===== config.mk =====
export PLATFORM = sky130hd
export DESIGN_NAME = sh4_integer_fast_path_executor_unit
export DESIGN_NICKNAME = d
export VERILOG_FILES = /design/src/hdl/sh4ife_pkg.sv /design/src/hdl/sh4ife_ram.sv /design/src/hdl/sh4ife_front.sv /design/src/hdl/sh4ife_back.sv /design/src/hdl/sh4_integer_fast_path_executor_unit.sv
export SDC_FILE = /design/constraint.sdc
export NUM_CORES = 2
export LEC_CHECK = 0
export BUFFER_PORTS_ARGS = -buffer_cell sky130_fd_sc_hd__buf_2
export CAP_MARGIN = 10
export CORE_ASPECT_RATIO = 0.8
export CORE_UTILIZATION = 60
export DETAILED_ROUTE_END_ITERATION = 8
export PLACE_DENSITY = 0.77
export SETUP_SLACK_MARGIN = 0.1
export SYNTH_ARGS = -nofsm -noshare
export SYNTH_HDL_FRONTEND = slang
export SYNTH_SLANG_ARGS = --single-unit
export TNS_END_PERCENT = 30

===== constraint.sdc =====
create_clock -name clk_i -period 23.5 [get_ports clk_i]
set_clock_uncertainty 0.1 [all_clocks]
set_input_delay 0 -clock clk_i [delete_from_list [all_inputs] [get_ports clk_i]]
set_output_delay 0 -clock clk_i [all_outputs]
set_load 0.05 [all_outputs]

===== src/hdl/sh4ife_pkg.sv =====
`default_nettype none
// ----------------------------------------------------------------------------
// sh4ife_pkg
// shared types, opcode patterns and status codes of the sh4 fast path executor
// ----------------------------------------------------------------------------
package sh4ife_pkg;

  localparam int unsigned NREG = 16;
  localparam int unsigned RAW  = $clog2(NREG);
  localparam int unsigned XLEN = 32;

  // decoupling queue between decoder and execute
  localparam int unsigned QD   = 2;
  localparam int unsigned QAW  = $clog2(QD);

  // opcode masks and patterns
  localparam logic [15:0] MASK_NM  = 16'hF00F;
  localparam logic [15:0] MASK_N   = 16'hF0FF;
  localparam logic [15:0] OP_MOV   = 16'h6003;
  localparam logic [15:0] OP_ADD   = 16'h300C;
  localparam logic [15:0] OP_LD    = 16'h6002;
  localparam logic [15:0] OP_LDINC = 16'h6006;
  localparam logic [15:0] OP_ST    = 16'h2002;
  localparam logic [15:0] OP_STDEC = 16'h2006;
  localparam logic [15:0] OP_CMPEQ = 16'h3000;
  localparam logic [15:0] OP_SUB   = 16'h3008;
  localparam logic [15:0] OP_NOP   = 16'h0009;
  localparam logic [15:0] OP_DT    = 16'h4010;
  localparam logic [15:0] OP_CLRT  = 16'h0008;
  localparam logic [15:0] OP_SETT  = 16'h0018;

  localparam logic [3:0]  HI_ADDI  = 4'h7;
  localparam logic [3:0]  HI_LOGIC = 4'h2;
  localparam logic [3:0]  HI_SHIFT = 4'h4;
  localparam logic [3:0]  LO_AND   = 4'h9;
  localparam logic [3:0]  LO_XOR   = 4'hA;
  localparam logic [3:0]  LO_OR    = 4'hB;
  localparam logic [7:0]  LOB_SHLL = 8'h00;
  localparam logic [7:0]  LOB_SHLR = 8'h01;

  localparam logic [XLEN-1:0] PTR_STEP = 32'd4;

  typedef enum logic [4:0] {
    K_LDATA   = 5'd0,
    K_MOV     = 5'd1,
    K_ADDI    = 5'd2,
    K_ADD     = 5'd3,
    K_LOAD    = 5'd4,
    K_LOADINC = 5'd5,
    K_STORE   = 5'd6,
    K_STOREDEC= 5'd7,
    K_CMPEQ   = 5'd8,
    K_SUB     = 5'd9,
    K_NOP     = 5'd10,
    K_DT      = 5'd11,
    K_AND     = 5'd12,
    K_XOR     = 5'd13,
    K_OR      = 5'd14,
    K_SHLL    = 5'd15,
    K_SHLR    = 5'd16,
    K_CLRT    = 5'd17,
    K_SETT    = 5'd18,
    K_BAD     = 5'd19
  } kind_e;

  typedef enum logic [2:0] {
    ST_DONE      = 3'd0,
    ST_READ      = 3'd1,
    ST_WRITE     = 3'd2,
    ST_UNHANDLED = 3'd3,
    ST_LOAD_DONE = 3'd4,
    ST_SEQ_ERROR = 3'd5
  } status_e;

  // classified word handed from the decoder to execute
  typedef struct packed {
    kind_e           kind;
    logic [RAW-1:0]  rn;
    logic [RAW-1:0]  rm;
    logic [7:0]      imm;
    logic [XLEN-1:0] data;
  } item_t;

  // result word
  typedef struct packed {
    status_e         status;
    logic [XLEN-1:0] addr;
    logic [XLEN-1:0] wdata;
    logic [XLEN-1:0] dest;
    logic            t;
  } res_t;

  // execute-side status seen by the top level checks
  typedef struct packed {
    logic    fire;
    status_e status;
    logic    pend;
  } mon_t;

endpackage
`default_nettype wire


===== src/hdl/sh4ife_ram.sv =====
`default_nettype none
// ----------------------------------------------------------------------------
// sh4ife_ram
// generic single write, single registered read ram
// ----------------------------------------------------------------------------
module sh4ife_ram #(
  parameter int unsigned W = 32,
  parameter int unsigned D = 16
) (
  input  wire logic                 clk_i,
  input  wire logic                 we_i,
  input  wire logic [$clog2(D)-1:0] waddr_i,
  input  wire logic [W-1:0]         wdata_i,
  input  wire logic                 re_i,
  input  wire logic [$clog2(D)-1:0] raddr_i,
  output logic      [W-1:0]         rdata_o
);

  logic [W-1:0] mem_q [D];

  always_ff @(posedge clk_i) begin
    if (we_i) begin
      mem_q[waddr_i] <= wdata_i;
    end
    // read returns the old contents on a same-address write
    if (re_i) begin
      rdata_o <= mem_q[raddr_i];
    end
  end

endmodule
`default_nettype wire


===== src/hdl/sh4ife_front.sv =====
`default_nettype none
// ----------------------------------------------------------------------------
// sh4ife_front
// accepts input words, classifies the instruction and queues it for execute
// ----------------------------------------------------------------------------
module sh4ife_front (
  input  wire logic                  clk_i,
  input  wire logic                  rst_ni,
  input  wire logic                  in_valid_i,
  output logic                       in_ready_o,
  input  wire logic                  in_op_i,
  input  wire logic [15:0]           in_instr_i,
  input  wire logic [31:0]           in_data_i,
  output logic                       q_valid_o,
  output sh4ife_pkg::item_t          q_item_o,
  input  wire logic                  q_pop_i
);
  import sh4ife_pkg::*;

  item_t          dec;
  logic [15:0]    w;
  logic [3:0]     hi;
  logic [3:0]     lo;
  logic [7:0]     lob;
  item_t          q_mem_q [QD];
  logic [QAW-1:0] wr_ptr_q;
  logic [QAW-1:0] rd_ptr_q;
  logic [QAW:0]   cnt_q;
  logic           push;

  assign w   = in_instr_i;
  assign hi  = w[15:12];
  assign lo  = w[3:0];
  assign lob = w[7:0];

  // classification follows the priority of the instruction table
  always_comb begin
    dec.rn   = w[11:8];
    dec.rm   = w[7:4];
    dec.imm  = w[7:0];
    dec.data = in_data_i;
    dec.kind = K_BAD;
    if (in_op_i) begin
      dec.kind = K_LDATA;
    end else if ((w & MASK_NM) == OP_MOV) begin
      dec.kind = K_MOV;
    end else if (hi == HI_ADDI) begin
      dec.kind = K_ADDI;
    end else if ((w & MASK_NM) == OP_ADD) begin
      dec.kind = K_ADD;
    end else if ((w & MASK_NM) == OP_LD) begin
      dec.kind = K_LOAD;
    end else if ((w & MASK_NM) == OP_LDINC) begin
      dec.kind = K_LOADINC;
    end else if ((w & MASK_NM) == OP_ST) begin
      dec.kind = K_STORE;
    end else if ((w & MASK_NM) == OP_STDEC) begin
      dec.kind = K_STOREDEC;
    end else if ((w & MASK_NM) == OP_CMPEQ) begin
      dec.kind = K_CMPEQ;
    end else if ((w & MASK_NM) == OP_SUB) begin
      dec.kind = K_SUB;
    end else if (w == OP_NOP) begin
      dec.kind = K_NOP;
    end else if ((w & MASK_N) == OP_DT) begin
      dec.kind = K_DT;
    end else if (hi == HI_LOGIC && lo == LO_AND) begin
      dec.kind = K_AND;
    end else if (hi == HI_LOGIC && lo == LO_XOR) begin
      dec.kind = K_XOR;
    end else if (hi == HI_LOGIC && lo == LO_OR) begin
      dec.kind = K_OR;
    end else if (hi == HI_SHIFT && lob == LOB_SHLL) begin
      dec.kind = K_SHLL;
    end else if (hi == HI_SHIFT && lob == LOB_SHLR) begin
      dec.kind = K_SHLR;
    end else if (w == OP_CLRT) begin
      dec.kind = K_CLRT;
    end else if (w == OP_SETT) begin
      dec.kind = K_SETT;
    end
  end

  assign in_ready_o = (cnt_q != (QAW+1)'(QD));
  assign push       = in_valid_i && in_ready_o;
  assign q_valid_o  = (cnt_q != '0);
  assign q_item_o   = q_mem_q[rd_ptr_q];

  always_ff @(posedge clk_i) begin
    if (push) begin
      q_mem_q[wr_ptr_q] <= dec;
    end
  end

  always_ff @(posedge clk_i or negedge rst_ni) begin
    if (!rst_ni) begin
      wr_ptr_q <= '0;
      rd_ptr_q <= '0;
      cnt_q    <= '0;
    end else begin
      if (push) begin
        wr_ptr_q <= wr_ptr_q + QAW'(1);
      end
      if (q_pop_i) begin
        rd_ptr_q <= rd_ptr_q + QAW'(1);
      end
      if (push && !q_pop_i) begin
        cnt_q <= cnt_q + (QAW+1)'(1);
      end else if (!push && q_pop_i) begin
        cnt_q <= cnt_q - (QAW+1)'(1);
      end
    end
  end

endmodule
`default_nettype wire


===== src/hdl/sh4ife_back.sv =====
`default_nettype none
// ----------------------------------------------------------------------------
// sh4ife_back
// register read, execute and result register of the executor
// ----------------------------------------------------------------------------
module sh4ife_back (
  input  wire logic                clk_i,
  input  wire logic                rst_ni,
  input  wire logic                q_valid_i,
  input  wire sh4ife_pkg::item_t   q_item_i,
  output logic                     q_pop_o,
  output logic                     out_valid_o,
  input  wire logic                out_ready_i,
  output sh4ife_pkg::res_t         out_word_o,
  output sh4ife_pkg::mon_t         mon_o
);
  import sh4ife_pkg::*;

  item_t           ex_item_q;
  logic            ex_v_q;
  logic            va_q;
  logic            vb_q;
  logic [NREG-1:0] rv_q;
  logic            byp_v_q;
  logic [RAW-1:0]  byp_addr_q;
  logic [XLEN-1:0] byp_data_q;
  logic            pend_q;
  logic [RAW-1:0]  ldst_q;
  logic            t_q;
  res_t            out_q;
  logic            out_v_q;

  logic            ex_fire;
  logic            ex_load;
  logic [XLEN-1:0] ram_a;
  logic [XLEN-1:0] ram_b;
  logic [XLEN-1:0] a;
  logic [XLEN-1:0] b;
  logic [XLEN-1:0] nb;
  res_t            res;
  logic            we;
  logic [RAW-1:0]  waddr;
  logic [XLEN-1:0] wdata;
  logic            pend_d;
  logic [RAW-1:0]  ldst_d;
  logic            t_d;

  assign ex_fire = ex_v_q && (!out_v_q || out_ready_i);
  assign ex_load = !ex_v_q || ex_fire;
  assign q_pop_o = q_valid_i && ex_load;

  // two read ports: rm on a, rn on b
  sh4ife_ram #(.W(XLEN), .D(NREG)) u_rf_a (
    .clk_i   (clk_i),
    .we_i    (ex_fire && we),
    .waddr_i (waddr),
    .wdata_i (wdata),
    .re_i    (q_pop_o),
    .raddr_i (q_item_i.rm),
    .rdata_o (ram_a)
  );

  sh4ife_ram #(.W(XLEN), .D(NREG)) u_rf_b (
    .clk_i   (clk_i),
    .we_i    (ex_fire && we),
    .waddr_i (waddr),
    .wdata_i (wdata),
    .re_i    (q_pop_o),
    .raddr_i (q_item_i.rn),
    .rdata_o (ram_b)
  );

  // last write wins over the ram data, never-written registers read zero
  always_comb begin
    if (byp_v_q && byp_addr_q == ex_item_q.rm) begin
      a = byp_data_q;
    end else begin
      a = va_q ? ram_a : '0;
    end
    if (byp_v_q && byp_addr_q == ex_item_q.rn) begin
      b = byp_data_q;
    end else begin
      b = vb_q ? ram_b : '0;
    end
  end

  assign nb = b - PTR_STEP;

  always_comb begin
    res.status = ST_DONE;
    res.addr   = '0;
    res.wdata  = '0;
    res.dest   = '0;
    we         = 1'b0;
    waddr      = ex_item_q.rn;
    wdata      = '0;
    pend_d     = pend_q;
    ldst_d     = ldst_q;
    t_d        = t_q;
    if (ex_item_q.kind == K_LDATA) begin
      if (!pend_q) begin
        res.status = ST_SEQ_ERROR;
      end else begin
        res.status = ST_LOAD_DONE;
        we         = 1'b1;
        waddr      = ldst_q;
        wdata      = ex_item_q.data;
        res.dest   = ex_item_q.data;
        pend_d     = 1'b0;
      end
    end else if (pend_q) begin
      res.status = ST_SEQ_ERROR;
    end else begin
      unique case (ex_item_q.kind)
        K_MOV: begin
          we    = 1'b1;
          wdata = a;
        end
        K_ADDI: begin
          we    = 1'b1;
          wdata = b + {{(XLEN-8){ex_item_q.imm[7]}}, ex_item_q.imm};
        end
        K_ADD: begin
          we    = 1'b1;
          wdata = b + a;
        end
        K_SUB: begin
          we    = 1'b1;
          wdata = b - a;
        end
        K_AND: begin
          we    = 1'b1;
          wdata = b & a;
        end
        K_XOR: begin
          we    = 1'b1;
          wdata = b ^ a;
        end
        K_OR: begin
          we    = 1'b1;
          wdata = b | a;
        end
        K_LOAD, K_LOADINC: begin
          res.status = ST_READ;
          res.addr   = a;
          pend_d     = 1'b1;
          ldst_d     = ex_item_q.rn;
          // post-increment unless the loaded word overwrites the pointer
          if (ex_item_q.kind == K_LOADINC && ex_item_q.rn != ex_item_q.rm) begin
            we    = 1'b1;
            waddr = ex_item_q.rm;
            wdata = a + PTR_STEP;
          end
        end
        K_STORE: begin
          res.status = ST_WRITE;
          res.addr   = b;
          res.wdata  = a;
        end
        K_STOREDEC: begin
          res.status = ST_WRITE;
          res.addr   = nb;
          res.wdata  = (ex_item_q.rm == ex_item_q.rn) ? nb : a;
          we         = 1'b1;
          wdata      = nb;
        end
        K_CMPEQ: begin
          t_d = (a == b);
        end
        K_DT: begin
          we    = 1'b1;
          wdata = b - XLEN'(1);
          t_d   = (wdata == '0);
        end
        K_SHLL: begin
          we    = 1'b1;
          wdata = {b[XLEN-2:0], 1'b0};
          t_d   = b[XLEN-1];
        end
        K_SHLR: begin
          we    = 1'b1;
          wdata = {1'b0, b[XLEN-1:1]};
          t_d   = b[0];
        end
        K_CLRT: begin
          t_d = 1'b0;
        end
        K_SETT: begin
          t_d = 1'b1;
        end
        K_NOP: begin
          res.status = ST_DONE;
        end
        default: begin
          res.status = ST_UNHANDLED;
        end
      endcase
      if (we && ex_item_q.kind != K_LOADINC) begin
        res.dest = wdata;
      end
    end
    res.t = t_d;
  end

  always_ff @(posedge clk_i) begin
    if (q_pop_o) begin
      ex_item_q <= q_item_i;
    end
    if (ex_fire) begin
      out_q <= res;
    end
    if (ex_fire && we) begin
      byp_addr_q <= waddr;
      byp_data_q <= wdata;
    end
  end

  always_ff @(posedge clk_i or negedge rst_ni) begin
    if (!rst_ni) begin
      ex_v_q  <= 1'b0;
      va_q    <= 1'b0;
      vb_q    <= 1'b0;
      rv_q    <= '0;
      byp_v_q <= 1'b0;
      pend_q  <= 1'b0;
      ldst_q  <= '0;
      t_q     <= 1'b0;
      out_v_q <= 1'b0;
    end else begin
      if (ex_load) begin
        ex_v_q <= q_valid_i;
      end
      if (q_pop_o) begin
        va_q <= rv_q[q_item_i.rm];
        vb_q <= rv_q[q_item_i.rn];
      end
      if (ex_fire) begin
        pend_q  <= pend_d;
        ldst_q  <= ldst_d;
        t_q     <= t_d;
        out_v_q <= 1'b1;
        if (we) begin
          rv_q[waddr] <= 1'b1;
          byp_v_q     <= 1'b1;
        end
      end else if (out_ready_i) begin
        out_v_q <= 1'b0;
      end
    end
  end

  assign out_valid_o = out_v_q;
  assign out_word_o  = out_q;
  assign mon_o.fire   = ex_fire;
  assign mon_o.status = res.status;
  assign mon_o.pend   = pend_q;

endmodule
`default_nettype wire


===== src/hdl/sh4_integer_fast_path_executor_unit.sv =====
// an accepted input word passes through the queue, register read and execute to its result word
// one word per cycle without output stalls; two-entry queue and result register decouple the sides
// a load takes two words: the request word, then a later load-data word
// reset (rst_ni low, asynchronous) clears the queue, the pending load, the t flag and
// the register valid bits, so every general register reads as zero after reset
`default_nettype none
// ----------------------------------------------------------------------------
// sh4_integer_fast_path_executor_unit
// executes a subset of sh4 integer instructions and mov.l loads and stores
// ----------------------------------------------------------------------------
module sh4_integer_fast_path_executor_unit (
  input  wire logic         clk_i,
  input  wire logic         rst_ni,
  input  wire logic         s_axis_tvalid,
  output logic              s_axis_tready,
  input  wire logic [47:0]  s_axis_tdata,  // [15:0] instruction, [47:16] load_data
  input  wire logic         s_axis_tuser,  // [0] op
  output logic              m_axis_tvalid,
  input  wire logic         m_axis_tready,
  output logic      [103:0] m_axis_tdata,  // [31:0] mem_addr, [63:32] mem_wdata,
                                           // [95:64] dest_value, [96] t_out, rest zero
  output logic      [2:0]   m_axis_tuser   // [2:0] status
);
  import sh4ife_pkg::*;

  // front to back queue interface
  logic  q_valid;
  item_t q_item;
  logic  q_pop;
  res_t  out_word;
  mon_t  mon;

  // front: decode and queue, runs ahead of execute
  sh4ife_front u_front (
    .clk_i      (clk_i),
    .rst_ni     (rst_ni),
    .in_valid_i (s_axis_tvalid),
    .in_ready_o (s_axis_tready),
    .in_op_i    (s_axis_tuser),
    .in_instr_i (s_axis_tdata[15:0]),
    .in_data_i  (s_axis_tdata[47:16]),
    .q_valid_o  (q_valid),
    .q_item_o   (q_item),
    .q_pop_i    (q_pop)
  );

  // back: register file read, execute, architectural state, result register
  sh4ife_back u_back (
    .clk_i       (clk_i),
    .rst_ni      (rst_ni),
    .q_valid_i   (q_valid),
    .q_item_i    (q_item),
    .q_pop_o     (q_pop),
    .out_valid_o (m_axis_tvalid),
    .out_ready_i (m_axis_tready),
    .out_word_o  (out_word),
    .mon_o       (mon)
  );

  // result packing, lowest field first
  assign m_axis_tdata = {7'd0, out_word.t, out_word.dest, out_word.wdata, out_word.addr};
  assign m_axis_tuser = out_word.status;

  // a read request always leaves a load pending
  a_read_sets_pend : assert property (@(posedge clk_i) disable iff (!rst_ni)
    mon.fire && mon.status == ST_READ |=> mon.pend)
    else $error("read request did not leave a load pending");

  // with a load pending only load completion or a sequence error may come out
  a_pend_outcome : assert property (@(posedge clk_i) disable iff (!rst_ni)
    mon.fire && mon.pend |-> mon.status == ST_LOAD_DONE || mon.status == ST_SEQ_ERROR)
    else $error("item executed while a load was pending");

  // memory address only on read and write requests
  a_addr_zero : assert property (@(posedge clk_i) disable iff (!rst_ni)
    m_axis_tvalid && m_axis_tuser != ST_READ && m_axis_tuser != ST_WRITE
      |-> m_axis_tdata[31:0] == '0)
    else $error("nonzero address on a non-memory result");

  // the queue is only popped when it holds a word
  a_pop_valid : assert property (@(posedge clk_i) disable iff (!rst_ni)
    q_pop |-> q_valid)
    else $error("queue popped while empty");

endmodule
`default_nettype wire


== After elaboration in Yosys (flattened, before gate mapping) ==
Memories as Yosys holds them, arrays and structs flattened. A register that Yosys moved wholly into a read port is not among the register bits.
Index checks and enable logic that the tools add are counted.
Word-level totals
  bits of input ports: 53
  memories kept: 3
  register bits after elaboration: 220
  bits in writable memories: 1130
Memories
  u_back.u_rf_a.mem_q: words 16, width 32, rd ports 1, clocked after Yosys merged registers in 1, wr ports 1, line sh4ife_ram.sv:19  | logic [W-1:0] mem_q [D];
  u_back.u_rf_b.mem_q: words 16, width 32, rd ports 1, clocked after Yosys merged registers in 1, wr ports 1, line sh4ife_ram.sv:19
  u_front.q_mem_q: words 2, width 53, rd ports 1, clocked after Yosys merged registers in 0, wr ports 1, line sh4ife_front.sv:25  | item_t q_mem_q [QD];
Operators by class
  muxes and demuxes: 70
  bitwise logic cells: 6
  add/subtract/negate cells: 10
  equal/unequal tests: 44
  magnitude comparators: 4
  reductions and logical operators: 35
Operators by type and width (count)
  $mux W32: 12
  $pmux W32 S12: 1
  $pmux W32 S3: 1
  $mux W5: 18
  $add A32 B32 Y32: 2
  $pmux W32 S2: 1
  $eq A5 B4 Y1 const B: 8
  $eq A8 B6 Y1 const B: 5
  $add A32 B3 Y32 const B: 1
  $and A32 B32 Y32: 1
  $eq A16 B4 Y1 const B: 2
  $eq A32 B32 Y1: 1
  $logic_not A32 Y1: 1
  $or A32 B32 Y32: 1
  $sub A32 B1 Y32 const B: 1
  $sub A32 B3 Y32 const B: 1
  $sub A32 B32 Y32: 1
  $xor A32 B32 Y32: 1
  $eq A8 B7 Y1 const B: 3
  $mux W1: 22
  $eq A5 B3 Y1 const B: 4
  $mux W4: 5
  $eq A16 B5 Y1 const B: 1
  $logic_and A1 B1 Y1: 16
  other kinds (36): 59

== Logic depth before layout (Yosys ltp) ==
  depth in word-level cells: 20
  mapped depth: 27
  gate-level depth less buffers: 22

== Hierarchy ==
From an unflattened synthesis, not the netlist that was laid out.
Second synthesis, totals
  cells, all modules: 4120
  area, all modules: 63178.1 µm²
Modules (own cells, without submodules)
  sh4ife_ram: times used 2, cells each 838, area each 20155.6 µm²
  sh4ife_back: times used 1, cells each 2205, area each 18640.4 µm²
  sh4ife_front: times used 1, cells each 231, area each 4170.2 µm²
  sh4_integer_fast_path_executor_unit: times used 1, cells each 8, area each 56.3 µm²

== Least setup slack after synthesis ==
No wires, ideal clock.
  path kind: register -> register
  from: reg u_back.ex_item_q[51] (netlist bit)
  to: mem u_back.u_rf_b.mem_q[0][0], enable pin
  stages on the path, launching flop included: 10
  path slack: 15654 ps
  setup time: 503 ps
  path buffers: 1
  arrival time: 7243 ps
  required time: 22897 ps
  cells stage by stage: edfxtp_1 nor2_1 nand2_1 or3_1 clkbuf_1 o21ai_0 o21ai_0 a21oi_1 o21ai_0 nor4_1
On the way
  word-level cells in the longest chain between the ends: 11
  elaborated cells on any way between the ends: 30
  those cells by class: eq/ne (13); mux (12); reduce/logical (5)
Ends and longest elaborated chain
  start: declaration: line sh4ife_back.sv:19  | item_t ex_item_q;
  start signal: assignment: line sh4ife_back.sv:207  | ex_item_q <= q_item_i;
  parallel branches: the longest is 7 deep, another holds $reduce_or A11 Y1
  $mux W1 *: line sh4ife_back.sv:100  | if (ex_item_q.kind == K_LDATA) begin
  $logic_and A1 B1 Y1 *
  named net u_back.u_rf_a.we_i: line sh4ife_ram.sv:11  | input wire logic we_i,
  $mux W1 *: line sh4ife_ram.sv:22  | if (we_i) begin
  $mux W1 (not written as such) *: line sh4ife_ram.sv:23  | mem_q[waddr_i] <= wdata_i;
  end: declaration: line sh4ife_ram.sv:19
Mark *: on every way through the listed nets, which the timed path passes. The select of a mux whose other input is x is not followed.

== Worst setup path after layout ==
  from: reg u_back.ex_item_q[50] (netlist bit)
  to: mem u_back.u_rf_b.mem_q[3][27] (data pin)
On the way
  word-level cells in the longest chain between the ends: 6
  elaborated cells on any way between the ends: 20
  those cells by class: eq/ne (13); mux (4); reduce/logical (3)
Ends and longest elaborated chain
  $eq A5 B3 Y1: line sh4ife_back.sv:114, sh4ife_back.sv:149
  $logic_and A1 B1 Y1: line sh4ife_back.sv:149  | if (ex_item_q.kind == K_LOADINC && ex_item_q.rn != ex_item_q.rm) begin
  $mux W32: line sh4ife_back.sv:149
  $pmux W32 S12: line sh4ife_back.sv:114  | unique case (ex_item_q.kind)
  $mux W32: line sh4ife_back.sv:111  | end else if (pend_q) begin
  $mux W32 *: line sh4ife_back.sv:100
  named net u_back.u_rf_a.wdata_i[27]: line sh4ife_ram.sv:13  | input wire logic [W-1:0] wdata_i,
The timed path passes the listed nets; every way through them passes the cells marked *.

==> flow_summary.json <==
{
  "grt_pass1_wl_um": 267200,
  "grt.overflow.total": 0,
  "min_path_type": "in -> reg",
  "run_status": "finished clean",
  "cp_top_family": "compound AO/OA/AOI/OAI gates",
  "drive_gt1_share_pct": 10.66,
  "fin_area_sq_mm": 0.05521,
  "rows": 93,
  "peakVddDrop_mv": 0.1433,
  "synth_seq_cells": 890,
  "slew_viol_final": 0,
  "remaining_drc_errors": 0,
  "async_flop_share_pct": 3.483,
  "port_buffers": 154,
  "clkTransAtPathRegs_ns": 0.07,
  "tightest_slew_ns": 1.453,
  "fin_nets": 5414,
  "rsz0062_at_grt": "no",
  "core_sq_mm": 0.08122,
  "yosysSeqAreaShare_pct": 53.56,
  "setup-tns-final_ns": 0,
  "worst-path-max-fanout": 32,
  "dieArea_sq_mm": 0.08384,
  "grt_max_degree": 160,
  "routed_via_density": 6.942,
  "wirelength_um": 184100,
  "power.leakage_uw": 0.02043,
  "worst-path-buf-inv": 3,
  "pre_cts_ws_ns": 16.36,
  "p_per_area_mw_per_mm2": 163.4,
  "area_delta_synth_final_pct": 11.29,
  "crit_chain": "nor2_1 -> nand2_1 -> buf_4 -> nor2_2 -> buf_4 -> nor2_1 -> buf_4 -> a21oi_1 -> ha_1 -> a21oi_1 -> o21ai_0 -> a21o_1 -> a21oi_1 -> o21ai_0 -> o211a_1 -> o41ai_1 -> xor2_1 -> o221ai_2 -> a21boi_1",
  "numCtsBuffers": 86,
  "track_usage_pct": 43.21,
  "worstSetupPathType": "reg -> reg",
  "hpwl_um": 117700,
  "cts_root_buf": "clkbuf_16",
  "via_count": 44730,
  "cp.required_ns": 23.67,
  "whs_ns": 0.08721,
  "slowest_stage": "a21boi_1",
  "endpoint_kind": "flip-flop",
  "setup_viol_count_final": 0,
  "cts_tree": "done",
  "period_needed_ns": 7.202,
  "postSynthAreaPerCell_sq_um": 9.577,
  "netlist_area_sq_mm": 0.04961,
  "antenna_found_initial": 7,
  "placed_area_sq_mm": 0.05146,
  "drtAntennaViolNets": 0,
  "postCtsSetupRepairBufs": 0,
  "h-tree-depth": 3,
  "rrSetupSlack_ns": 16.30,
  "io_pins": 162,
  "grt_pass1_vias": 41790,
  "netlist_instances": 5180,
  "finalCritPeriodShare_pct": 30.65,
  "wl_per_cell_um": 28.57,
  "firstDrtPassIters": 9,
  "synthDistinctLibCells": 107,
  "final-hold-violation-count": 0,
  "yosys_warnings": 0,
  "fmax_mhz": 138.8,
  "die_h_um": 259.2,
  "critPathArrivalTime_ns": 7.37,
  "synth-edff-count": 859,
  "gp_congestion": 1.047,
  "max_cap_violations": 0,
  "critPathLaunchType": "flip-flop",
  "finalWorstSetupSlack_ns": 16.30,
  "cts.path.max_buffers": 3,
  "cpPeakStageDelay_ns": 1.15,
  "dr.first_iter.drc_count": 7417,
  "start_util_pct": 61.08,
  "synth-main-ff-cell": "edfxtp_1",
  "cts.sinks": 890,
  "dieWidth_um": 323.5,
  "max-slew-margin-rel_pct": 2.928,
  "clock_latency_ns": 0.68
}
layout make-up:
type                       instances  area, sq um
antenna                            4        10.01
clock buffer                     114         2328
clock inverter                    41        364.1
fill                            6227        26010
inverter                          97        386.6
multi-input combinational       3831        21470
sequential                       890        26570
tap                             1092         1366
timing repair buffer             374         2710
placed cells by master, fill, tap and decap left out, types with 33 or more instances in the layout:
cell type         n
nand2_1        1327
edfxtp_1        859
nand3_1         602
a21oi_1         242
nor2_1          219
buf_2           154
o21ai_0         142
a311oi_1        135
buf_4           117
dlygate4sd3_1   100
and3_1           98
xnor2_1          94
clkbuf_16        87
a31oi_1          84
inv_1            80
ha_1             80
mux2_2           53
nor3_1           49
o22ai_1          39
a21o_1           36
o21a_1           33
path summary, 6_finish.rpt:
| path | start | to | cells after the start |
|---|---|---|---|
| min in group asynchronous | rst_ni | u_front.cnt_q[1] | 4 |
| worst min-delay path | s_axis_tdata[1] | u_front.q_mem_q[1][33] | 2 |
| worst max-delay path | u_back.ex_item_q[50] | u_back.u_rf_b.mem_q[3][27] | 19 |
| worst min register to register | u_back.rv_q[5] | u_back.rv_q[5] | 1 |
| max in group asynchronous | rst_ni | u_back.vb_q | 4 |
| worst max register to register | u_back.ex_item_q[50] | u_back.u_rf_b.mem_q[3][27] | 19 |
sequential cells by signal, summed over array words and instances (netlist names):
register / flops
u_back.byp_addr_q: 4
u_back.byp_data_q: 32
u_back.byp_v_q: 1
u_back.ex_item_q: 49
u_back.ex_v_q: 1
u_back.ldst_q: 4
u_back.out_valid_o: 1
u_back.out_word_o: 100
u_back.pend_q: 1
u_back.rv_q: 16
u_back.t_q: 1
u_back.u_rf_a.rdata_o: 32
u_back.u_rf_b.mem_q: 512
u_back.u_rf_b.rdata_o: 32
u_back.va_q: 1
u_back.vb_q: 1
u_front.cnt_q: 2
u_front.q_mem_q: 98
u_front.rd_ptr_q: 1
u_front.wr_ptr_q: 1
repair_timing:
action / 4_1_cts / 5_1_grt
resized for setup: 0 / 0
hold buffers: 101 / 0
endpoints found under the hold margin: 134 / 0
cells by family after synthesis:
kind of cell             Yosys count  synth area share, %
AND/OR/NAND/NOR                 2505                22.33
AO/OA/AOI/OAI                   1022                14.07
flip-flops                       890                53.56
buffers and inverters            465                3.745
XOR/XNOR                         115                2.046
adder cells (fa/ha/maj)           94                2.333
multiplexers                      88                1.912
other                              1             0.007559
through the flow:
step / utilization (%) / instances / power [uW]
6_report: 67.98 / 6443 / 9024
5_1_grt: 67.96 / 6439 / 9356
4_1_cts: 67.94 / 6436 / 8796
3_5_place_dp: 63.36 / 6180 / 7437
3_3_place_gp: 63.36 / 6180 / 7429
2_1_floorplan: - / 5186 / 5802
synthesized netlist by cell type, drive strengths merged, types with 26 or more instances:
cell type  instances  area (sq um)
nor2             227         862.1
and3             103         659.4
o21a              33         247.7
dfrtp             31         775.7
a221oi            27         249.0
a311oi           136          1197
nand3            603          3023
ha                80          1001
o21ai            169         857.1
xnor2             95         839.6
a21o              36         270.3
edfxtp           859         25790
a21oi            252          1284
a211oi            30         230.2
o22ai             39         244.0
and2              36         225.2
mux2              54         608.1
a22oi             31         232.7
nor4              27         183.9
nand4             31         193.9
mux2i             34         340.3
inv               87         326.6
clkbuf           279          1047
buf               89         446.7
or2               26         162.7
nand2           1329          4999
nor3              60         325.3
o211ai            30         235.2
a31oi             85         546.8
per-layer routing:
layer  vias to the layer above  wire length (um)  track usage [%]  share of wire [%]
met5                         -                98                0              0.053
met4                        14              9130            19.55                5.0
met3                       619             25350            10.55                 14
met2                      3670             80910            65.26                 44
met1                     21220             68570            59.22                 37
li1                      19200                 -                -                  -
worst reg2reg max path: stages, from the launching register on:
cell	delay, ns
edfxtp_1	0.69
nor2_1	0.51
nand2_1	0.10
buf_4	0.26
nor2_2	0.34
buf_4	0.46
nor2_1	0.09
buf_4	0.25
a21oi_1	0.18
ha_1	0.29
a21oi_1	0.26
o21ai_0	0.13
a21o_1	0.20
a21oi_1	0.16
o21ai_0	0.18
o211a_1	0.32
o41ai_1	0.72
xor2_1	0.19
o221ai_2	0.22
a21boi_1	1.15
power breakdown:
part | internal [uW] | total, uW | switching, uW
registers | 2240 | 2480 | 236
logic | 1490 | 5200 | 3710
clock network | 728 | 1350 | 620
No activity file was read; power rests on OpenSTA's default activity.
